`src/hw/rtl/mlc_pkg.sv`:
```
// Package for the masked luma contrast block: field widths, sequencer states
// and the command and status bundles between controller and datapath.
// No dependencies.
package mlc_pkg;

  localparam int MAX_PIXELS_DEF = 1024;

  localparam int LUMA_W       = 8;
  localparam int CONTRAST_W   = 16;
  localparam int USED_COUNT_W = 11;

  // Square root works on a 32-bit quotient, two bits a step.
  localparam int ROOT_IN_W  = 2 * CONTRAST_W;
  localparam int ROOT_STEPS = CONTRAST_W;

  typedef enum logic [6:0] {
    ST_ACCUM   = 7'b0000001,
    ST_MUL_A   = 7'b0000010,
    ST_MUL_B   = 7'b0000100,
    ST_MUL_DEN = 7'b0001000,
    ST_DIV     = 7'b0010000,
    ST_SQRT    = 7'b0100000,
    ST_DONE    = 7'b1000000
  } state_t;

  typedef struct packed {
    logic acc;        // accumulate the accepted pixel
    logic mul_a;      // n * sum of squares
    logic mul_b;      // numerator = previous product - sum * sum
    logic mul_den;    // denominator, and set up divider and root
    logic div_step;   // one quotient bit
    logic sqrt_step;  // one root bit
    logic load;       // load the result register and clear the patch
  } cmd_t;

  typedef struct packed {
    logic few;        // too few pixels for a deviation, result is zero
    logic cnt_last;   // the iteration counter is at its last step
    logic out_free;   // the result register can take a new result
  } status_t;

endpackage

```
`src/hw/rtl/mlc_pixel_if.sv`:
```
// Pixel channel of the masked luma contrast block: valid, ready and payload.
// Depends on mlc_pkg for the luma width.
interface mlc_pixel_if;
  logic                        valid;
  logic                        ready;
  logic [mlc_pkg::LUMA_W-1:0]  luma;
  logic                        is_green;
  logic                        last;

  modport source (output valid, output luma, output is_green, output last, input ready);
  modport sink   (input valid, input luma, input is_green, input last, output ready);
endinterface

```
`src/hw/rtl/mlc_result_if.sv`:
```
// Result channel of the masked luma contrast block: valid, ready and payload.
// Depends on mlc_pkg for the field widths.
interface mlc_result_if;
  logic                              valid;
  logic                              ready;
  logic [mlc_pkg::CONTRAST_W-1:0]    contrast;
  logic [mlc_pkg::USED_COUNT_W-1:0]  used_count;
  logic                              overflow;

  modport source (output valid, output contrast, output used_count, output overflow,
                  input ready);
  modport sink   (input valid, input contrast, input used_count, input overflow,
                  output ready);
endinterface

```
`src/hw/rtl/mlc_ctrl.sv`:
```
// Sequencer of the masked luma contrast block: accepts pixels, then steps
// the datapath through multiply, divide and square root. Depends on mlc_pkg.
module mlc_ctrl (
  input  logic             clk,
  input  logic             rst,
  input  logic             in_valid,
  input  logic             in_last,
  output logic             in_ready,
  input  mlc_pkg::status_t status,
  output mlc_pkg::cmd_t    cmd
);
  import mlc_pkg::*;

  state_t state;
  state_t state_next;

  always_ff @(posedge clk) begin
    if (rst) begin
      state <= ST_ACCUM;
    end else begin
      state <= state_next;
    end
  end

  assign in_ready = (state == ST_ACCUM);

  always_comb begin
    cmd        = '0;
    state_next = state;
    unique case (state)
      ST_ACCUM: begin
        cmd.acc = in_valid;
        if (in_valid && in_last) begin
          state_next = ST_MUL_A;
        end
      end
      ST_MUL_A: begin
        cmd.mul_a  = 1'b1;
        state_next = status.few ? ST_DONE : ST_MUL_B;
      end
      ST_MUL_B: begin
        cmd.mul_b  = 1'b1;
        state_next = ST_MUL_DEN;
      end
      ST_MUL_DEN: begin
        cmd.mul_den = 1'b1;
        state_next  = ST_DIV;
      end
      ST_DIV: begin
        cmd.div_step = 1'b1;
        if (status.cnt_last) begin
          state_next = ST_SQRT;
        end
      end
      ST_SQRT: begin
        cmd.sqrt_step = 1'b1;
        if (status.cnt_last) begin
          state_next = ST_DONE;
        end
      end
      ST_DONE: begin
        if (status.out_free) begin
          cmd.load   = 1'b1;
          state_next = ST_ACCUM;
        end
      end
      default: begin
        state_next = ST_ACCUM;
      end
    endcase
  end

endmodule

```
`src/hw/rtl/mlc_datapath.sv`:
```
// Datapath of the masked luma contrast block: accumulators, shared multiplier,
// restoring divider, bit-pair square root and result register. Depends on mlc_pkg.
module mlc_datapath #(
  parameter int MAX_PIXELS = mlc_pkg::MAX_PIXELS_DEF
) (
  input  logic                               clk,
  input  logic                               rst,
  input  logic                               cfg_we,
  input  logic                               cfg_data,
  input  logic [mlc_pkg::LUMA_W-1:0]         luma,
  input  logic                               is_green,
  input  mlc_pkg::cmd_t                      cmd,
  output mlc_pkg::status_t                   status,
  input  logic                               res_ready,
  output logic                               res_valid,
  output logic [mlc_pkg::CONTRAST_W-1:0]     contrast,
  output logic [mlc_pkg::USED_COUNT_W-1:0]   used_count,
  output logic                               overflow
);
  import mlc_pkg::*;

  localparam int CNT_W  = $clog2(MAX_PIXELS + 1);
  localparam int SUM_W  = LUMA_W + CNT_W;
  localparam int SQ_W   = 2 * LUMA_W + CNT_W;
  // n*S2 - S*S is below n*n*2^15, so it fits here.
  localparam int NUM_W  = 2 * CNT_W + 16;
  localparam int DEN_W  = 2 * CNT_W;
  localparam int DVD_W  = NUM_W + 16;
  // Both n*S2 and S*S fit the numerator width.
  localparam int PROD_W = NUM_W;
  localparam int IT_W   = $clog2(DVD_W);
  localparam int SREM_W = CONTRAST_W + 3;

  // Patch accumulators.
  logic [SUM_W-1:0] luma_sum;
  logic [SQ_W-1:0]  luma_square_sum;
  logic [CNT_W-1:0] pixel_count;
  logic [CNT_W-1:0] seen_count;
  logic             overflow_flag;
  logic             sample_mode;

  logic [2*LUMA_W-1:0] luma_sq;
  assign luma_sq = (2*LUMA_W)'(luma) * (2*LUMA_W)'(luma);

  always_ff @(posedge clk) begin
    if (rst) begin
      sample_mode <= 1'b0;
    end else if (cfg_we) begin
      sample_mode <= cfg_data;
    end
  end

  always_ff @(posedge clk) begin
    if (rst || cmd.load) begin
      luma_sum        <= '0;
      luma_square_sum <= '0;
      pixel_count     <= '0;
      seen_count      <= '0;
      overflow_flag   <= 1'b0;
    end else if (cmd.acc) begin
      if (seen_count >= CNT_W'(MAX_PIXELS)) begin
        overflow_flag <= 1'b1;
      end else begin
        seen_count <= seen_count + 1'b1;
        if (!is_green) begin
          pixel_count     <= pixel_count + 1'b1;
          luma_sum        <= luma_sum + SUM_W'(luma);
          luma_square_sum <= luma_square_sum + SQ_W'(luma_sq);
        end
      end
    end
  end

  // Population mode needs one pixel, sample mode two.
  assign status.few = sample_mode ? (pixel_count < CNT_W'(2)) : (pixel_count == '0);

  // Shared multiplier; the operand pair follows the command.
  logic [SUM_W-1:0]  mul_a_op;
  logic [SQ_W-1:0]   mul_b_op;
  logic [PROD_W-1:0] product;
  logic [CNT_W-1:0]  n_minus;

  assign n_minus = sample_mode ? (pixel_count - 1'b1) : pixel_count;

  always_comb begin
    priority if (cmd.mul_a) begin
      mul_a_op = SUM_W'(pixel_count);
      mul_b_op = luma_square_sum;
    end else if (cmd.mul_b) begin
      mul_a_op = luma_sum;
      mul_b_op = SQ_W'(luma_sum);
    end else begin
      mul_a_op = SUM_W'(pixel_count);
      mul_b_op = SQ_W'(n_minus);
    end
  end

  assign product = PROD_W'(mul_a_op) * PROD_W'(mul_b_op);

  logic [NUM_W-1:0] prod_a;
  logic [NUM_W-1:0] num;
  logic [DEN_W-1:0] den;

  always_ff @(posedge clk) begin
    if (cmd.mul_a) begin
      prod_a <= product;
    end
    if (cmd.mul_b) begin
      num <= prod_a - product;
    end
    if (cmd.mul_den) begin
      den <= product[DEN_W-1:0];
    end
  end

  // Divider and root share the dividend register: after division it holds
  // the quotient, which the root then consumes two bits at a time.
  logic [DVD_W-1:0]      dvd;
  logic [DEN_W:0]        rem;
  logic [DEN_W:0]        rem_sh;
  logic [IT_W-1:0]       iter;
  logic [SREM_W-1:0]     srem;
  logic [SREM_W-1:0]     srem_sh;
  logic [SREM_W-1:0]     trial;
  logic [CONTRAST_W-1:0] root;
  logic                  div_ge;
  logic                  sqrt_ge;

  assign rem_sh  = {rem[DEN_W-1:0], dvd[DVD_W-1]};
  assign div_ge  = (rem_sh >= {1'b0, den});
  assign srem_sh = {srem[SREM_W-3:0], dvd[ROOT_IN_W-1 -: 2]};
  assign trial   = {1'b0, root, 2'b01};
  assign sqrt_ge = (srem_sh >= trial);

  // The counter runs down to zero in each phase; the divider reloads it
  // for the root on its last step.
  assign status.cnt_last = (iter == '0);

  always_ff @(posedge clk) begin
    if (cmd.mul_den) begin
      dvd  <= {num, 16'b0};
      rem  <= '0;
      iter <= IT_W'(DVD_W - 1);
      srem <= '0;
      root <= '0;
    end else if (cmd.div_step) begin
      dvd  <= {dvd[DVD_W-2:0], div_ge};
      rem  <= div_ge ? (rem_sh - {1'b0, den}) : rem_sh;
      iter <= status.cnt_last ? IT_W'(ROOT_STEPS - 1) : iter - 1'b1;
    end else if (cmd.sqrt_step) begin
      dvd  <= {dvd[DVD_W-3:0], 2'b00};
      srem <= sqrt_ge ? (srem_sh - trial) : srem_sh;
      root <= {root[CONTRAST_W-2:0], sqrt_ge};
      iter <= iter - 1'b1;
    end
  end

  // Result register.
  logic [CNT_W+USED_COUNT_W-1:0] count_ext;
  assign count_ext = {{USED_COUNT_W{1'b0}}, pixel_count};

  assign status.out_free = !res_valid || res_ready;

  always_ff @(posedge clk) begin
    if (rst) begin
      res_valid <= 1'b0;
    end else if (cmd.load) begin
      res_valid <= 1'b1;
    end else if (res_ready) begin
      res_valid <= 1'b0;
    end
  end

  always_ff @(posedge clk) begin
    if (cmd.load) begin
      contrast   <= status.few ? '0 : root;
      used_count <= count_ext[USED_COUNT_W-1:0];
      overflow   <= overflow_flag;
    end
  end

endmodule

```
`src/hw/rtl/masked_luma_contrast_core.sv`:
```
// Top level of the masked luma contrast block: the sequencer and the datapath.
// Depends on mlc_pkg, mlc_pixel_if, mlc_result_if, mlc_ctrl and mlc_datapath.

// Pixels of a patch stream in on the pix channel at one transaction per cycle;
// green pixels are counted as seen but left out of the statistics, and pixels
// past MAX_PIXELS are dropped and reported through the overflow bit. The
// transaction that carries last starts the finishing sequence, during which
// pix.ready is low: a multiply of n by the sum of squares, a multiply of the sum
// by itself, a multiply for the denominator, one divider step per dividend bit,
// one square-root step per root bit and the load of the result register, which
// waits while the result register still holds a result that has not been taken.
// When the patch has too few pixels for a deviation the sequence goes from the
// first multiply straight to the load. The result register decouples the two
// sides: the next patch streams in while a result waits on res. The contrast is
// the floored standard deviation in unsigned Q8.8. sample_mode is written
// through cfg_we and cfg_data; the user must write it only while the block is
// idle, which the block itself does not enforce. 0 selects the population
// deviation, 1 the sample deviation.
module masked_luma_contrast_core #(
  parameter int MAX_PIXELS = mlc_pkg::MAX_PIXELS_DEF
) (
  input  logic         clk,
  input  logic         rst,
  input  logic         cfg_we,
  input  logic         cfg_data,
  mlc_pixel_if.sink    pix,
  mlc_result_if.source res
);
  import mlc_pkg::*;

  cmd_t    cmd;
  status_t status;

  // The sequencer owns the pixel handshake; the datapath owns the result.
  mlc_ctrl u_ctrl (
    .clk      (clk),
    .rst      (rst),
    .in_valid (pix.valid),
    .in_last  (pix.last),
    .in_ready (pix.ready),
    .status   (status),
    .cmd      (cmd)
  );

  mlc_datapath #(
    .MAX_PIXELS (MAX_PIXELS)
  ) u_datapath (
    .clk        (clk),
    .rst        (rst),
    .cfg_we     (cfg_we),
    .cfg_data   (cfg_data),
    .luma       (pix.luma),
    .is_green   (pix.is_green),
    .cmd        (cmd),
    .status     (status),
    .res_ready  (res.ready),
    .res_valid  (res.valid),
    .contrast   (res.contrast),
    .used_count (res.used_count),
    .overflow   (res.overflow)
  );

endmodule
```
`src/flat_wrapper.sv`:
```
// flat-port wrapper written by rule: the top's interface ports become plain ports
module masked_luma_contrast_core_flat import mlc_pkg::*;
#(
  parameter int MAX_PIXELS = mlc_pkg::MAX_PIXELS_DEF
)
  (clk, rst, cfg_we, cfg_data, pix_valid, pix_luma, pix_is_green, pix_last, pix_ready, res_valid, res_contrast, res_used_count, res_overflow, res_ready);
  mlc_pixel_if pix_i ();
  mlc_result_if res_i ();
  input  logic clk;
  input  logic rst;
  input  logic cfg_we;
  input  logic cfg_data;
  input wire logic [$bits(pix_i.valid)-1:0] pix_valid;
  input wire logic [$bits(pix_i.luma)-1:0] pix_luma;
  input wire logic [$bits(pix_i.is_green)-1:0] pix_is_green;
  input wire logic [$bits(pix_i.last)-1:0] pix_last;
  output wire logic [$bits(pix_i.ready)-1:0] pix_ready;
  output wire logic [$bits(res_i.valid)-1:0] res_valid;
  output wire logic [$bits(res_i.contrast)-1:0] res_contrast;
  output wire logic [$bits(res_i.used_count)-1:0] res_used_count;
  output wire logic [$bits(res_i.overflow)-1:0] res_overflow;
  input wire logic [$bits(res_i.ready)-1:0] res_ready;
  assign pix_i.valid = pix_valid;
  assign pix_i.luma = pix_luma;
  assign pix_i.is_green = pix_is_green;
  assign pix_i.last = pix_last;
  assign pix_ready = pix_i.ready;
  assign res_valid = res_i.valid;
  assign res_contrast = res_i.contrast;
  assign res_used_count = res_i.used_count;
  assign res_overflow = res_i.overflow;
  assign res_i.ready = res_ready;
  masked_luma_contrast_core #(.MAX_PIXELS(MAX_PIXELS)) u_core (.clk(clk), .rst(rst), .cfg_we(cfg_we), .cfg_data(cfg_data), .pix(pix_i), .res(res_i));
endmodule
```
`config.mk`:
```
export PLATFORM = sky130hd
export DESIGN_NAME = masked_luma_contrast_core_flat
export DESIGN_NICKNAME = d
export VERILOG_FILES = /design/src/hw/rtl/mlc_pkg.sv /design/src/hw/rtl/mlc_pixel_if.sv /design/src/hw/rtl/mlc_result_if.sv /design/src/hw/rtl/mlc_ctrl.sv /design/src/hw/rtl/mlc_datapath.sv /design/src/hw/rtl/masked_luma_contrast_core.sv /design/src/flat_wrapper.sv
export SDC_FILE = /design/constraint.sdc
export NUM_CORES = 2
export LEC_CHECK = 0
export BUFFER_PORTS_ARGS = -buffer_cell sky130_fd_sc_hd__buf_2
export CORE_ASPECT_RATIO = 0.8
export CORE_MARGIN = 3
export CORE_UTILIZATION = 35
export DETAILED_ROUTE_END_ITERATION = 8
export PLACE_DENSITY_LB_ADDON = 0.12
export SLEW_MARGIN = 0
export SYNTH_ARGS = -nofsm -noshare
export SYNTH_HDL_FRONTEND = slang
export SYNTH_SLANG_ARGS = --single-unit
```
`constraint.sdc`:
```
create_clock -name clk -period 13.5 [get_ports clk]
set_clock_uncertainty 0.1 [all_clocks]
set_input_delay 2.7 -clock clk [delete_from_list [all_inputs] [get_ports clk]]
set_output_delay 2.7 -clock clk [all_outputs]
set_load 0.02 [all_outputs]
```
==> out/metrics.cfg <==
[synth]
synth_edf_count = 164
yosys_warnings = 0
synth_area_per_cell_um2 = 8.66
ys_dominant_reg_cell = edfxtp_1
ys_types = 85
netlist_instances = 3905
synth-seq-cells = 319
synth_seq_area_share = 0.237
async_flop_share = 0
synthesis.area_um2 = 33800

[place]
io_buffer_count = 45
gp_congestion = 0.897
dpl.hpwl_mm = 74.3

[worst_setup_path]
rr_worst_depth = 40
cp.arrival_ns = 13.02
r2r-end = u_core.u_datapath.num[33]
cpMostUsedCell = fa_1
slowest_stage = buf_4
critPathKind = register to register
worstPathMaxFanout = 67
r2r_setup_slack_ns = 0.70
cpPeakStageDelay_ns = 0.76
end_kind = register
start_kind = register
crit_required_ns = 13.72
worstReg2RegStart = u_core.u_ctrl.state[0]

[timing]
period_share = 0.948
fmax_ghz = 0.0781
rsz0062_at_grt = no
hold_viol_final = 0
tightest_slew_ns = 1.24
slew_viol_final = 0
max_slew_margin = 0.172
period_needed_ns = 12.80
whs_ns = 0.342
setup_violations = 0
tns_ns = 0

[cells_and_area]
fillers = 9857
layout-drive-gt1-share = 0.0520
multi_input_area_um2 = 22600
syn2layout_area_growth_pct = 9.02
num_antenna_cells = 0
final_nets = 4579
final_common_cell = inv_1
mostFrequentLayoutCells = 718 x inv_1, 606 x nand2_1, 440 x fa_1, 350 x nor2_1, 218 x a21oi_1
seq_area_um2 = 8030

[floorplan]
fp-row-count = 101
die_x_um = 354
start_util = 0.355
core-area_um2 = 95400
die_area_um2 = 100000
io_pins = 46
die_h_um = 284

[route]
dr.pass1.iters = 5
wl_per_cell_um = 18.2
wl_mm = 95.2
drtIter0Drc = 1929
vias = 25700
vias_per_cell = 4.91
drcViolationCount = 0
detail-route-antenna-nets = 0

[grt]
antenna_found_initial = 1
gr-total-overflow = 0
grt_max_degree = 78
grt_pass1_wl_mm = 153
grt_pass1_vias = 26100
grt_usage = 0.194

[clocking]
clock_latency_ns = 0.60
cts.hold.buffers_added = 0
cts_resized = 0
h-tree-depth = 2
cts_buffer_depth = 3
numClockSinks = 319
cts_buffers = 39
root_buffer = clkbuf_16
clk_pin_slew_ns = 0.06
cts_setup_buffers = 0
cts_tree = built

[min_path]
hold_depth = 0
hold_end = u_core.u_datapath.overflow
holdCritPathClass = register to register
holdCritStartpoint = u_core.u_datapath.overflow_flag

[power]
p_leak_uw = 0.0165
powerDensity_nw_per_um2 = 82.1
vdd_drop_max_mv = 0.0717

[outcome]
status = complete, no violations

[run]
maxCapViolations = 0

how the worst max path moves through the flow:
stage                            from                        end  slack [ns]  cells past startpoint
5_1_grt        u_core.u_ctrl.state[0]  u_core.u_datapath.num[33]       0.008                     41
6_report       u_core.u_ctrl.state[0]  u_core.u_datapath.num[33]        0.70                     40
2_1_floorplan  u_core.u_ctrl.state[0]  u_core.u_datapath.num[33]        1.95                     45
3_5_place_dp   u_core.u_ctrl.state[0]  u_core.u_datapath.num[33]        1.01                     40
3_3_place_gp   u_core.u_ctrl.state[0]  u_core.u_datapath.num[33]        1.29                     40
4_1_cts        u_core.u_ctrl.state[0]  u_core.u_datapath.num[33]        0.91                     40
logic make-up (layout without fill, tap and decap cells):
family / count (synthesis) / count (layout) / share of synthesized area
AOI/OAI and AO/OA: 618 / 618 / 0.114
other: 2 / 28 / 0.000222
DFF: 319 / 319 / 0.237
adders and majority gates: 665 / 665 / 0.343
and+or+nand+nor: 1234 / 1234 / 0.157
muxes: 31 / 31 / 0.00921
buffers and inverters: 878 / 890 / 0.0978
xor gates and xnor gates: 158 / 158 / 0.0417
Yosys cell counts, types with 51 or more instances:
| cell type | count | area (µm²) |
|---|---|---|
| edfxtp_1 | 164 | 4920 |
| a21o_1 | 51 | 383 |
| clkbuf_1 | 140 | 526 |
| fa_1 | 440 | 8810 |
| inv_1 | 720 | 2700 |
| nor2_1 | 350 | 1310 |
| o21ai_0 | 103 | 515 |
| xnor2_1 | 94 | 823 |
| ha_1 | 211 | 2640 |
| a31oi_1 | 56 | 350 |
| xor2_1 | 62 | 543 |
| nand2_1 | 606 | 2270 |
| dfxtp_1 | 155 | 3100 |
| a21oi_1 | 218 | 1090 |
through the flow:
step	std cells	cell area (µm²)	utilization	setup WS, ns	total power, µW
2_1_floorplan	3931	33900	-	1.95	1750
4_1_cts	5230	36900	0.386	0.905	3070
3_3_place_gp	5158	35600	0.373	1.29	1980
5_1_grt	5230	36900	0.386	0.00778	3230
3_5_place_dp	5158	35600	0.373	1.01	1970
6_report	5230	36900	0.386	0.696	3030
flip-flops by register name (all words and copies together), names as in the netlist, 16 cells and up:
name / flops
u_core.u_datapath.contrast: 16
u_core.u_datapath.den: 22
u_core.u_datapath.dvd: 54
u_core.u_datapath.luma_square_sum: 27
u_core.u_datapath.luma_sum: 19
u_core.u_datapath.num: 38
u_core.u_datapath.prod_a: 38
u_core.u_datapath.rem: 22
u_core.u_datapath.root: 16
u_core.u_datapath.srem: 17
final cells by class:
| cell class | instances | area share |
|---|---|---|
| flip-flops and latches | 319 | 0.218 |
| clock inverters | 21 | 0.00556 |
| clock buffers | 51 | 0.0293 |
| well taps | 1287 | 0.0437 |
| multi-input cells | 2734 | 0.614 |
| repair buffers | 96 | 0.0165 |
| inverters | 722 | 0.0735 |
power breakdown:
part,switching [µW],internal (µW),total [µW]
clock,463,610,1070
combinational,501,345,846
sequential,49.3,1060,1110
total,1010,2020,3030
worst max-delay path: cells and delay by family (launching register included):
| kind | cells | cell delay (ns) |
|---|---|---|
| buf+inv | 7 | 1.20 |
| xor+xnor | 2 | 0.33 |
| simple gates | 10 | 2.44 |
| compound gates | 11 | 3.72 |
| fa+ha+maj | 10 | 4.37 |
| flops | 1 | 0.34 |
layer usage:
metal  wire (µm)  track usage
met1       47400        0.292
met5           8            0
met4        2080       0.0425
met2       39800        0.287
met3        5960       0.0368
(Power assumes the default switching activity.)
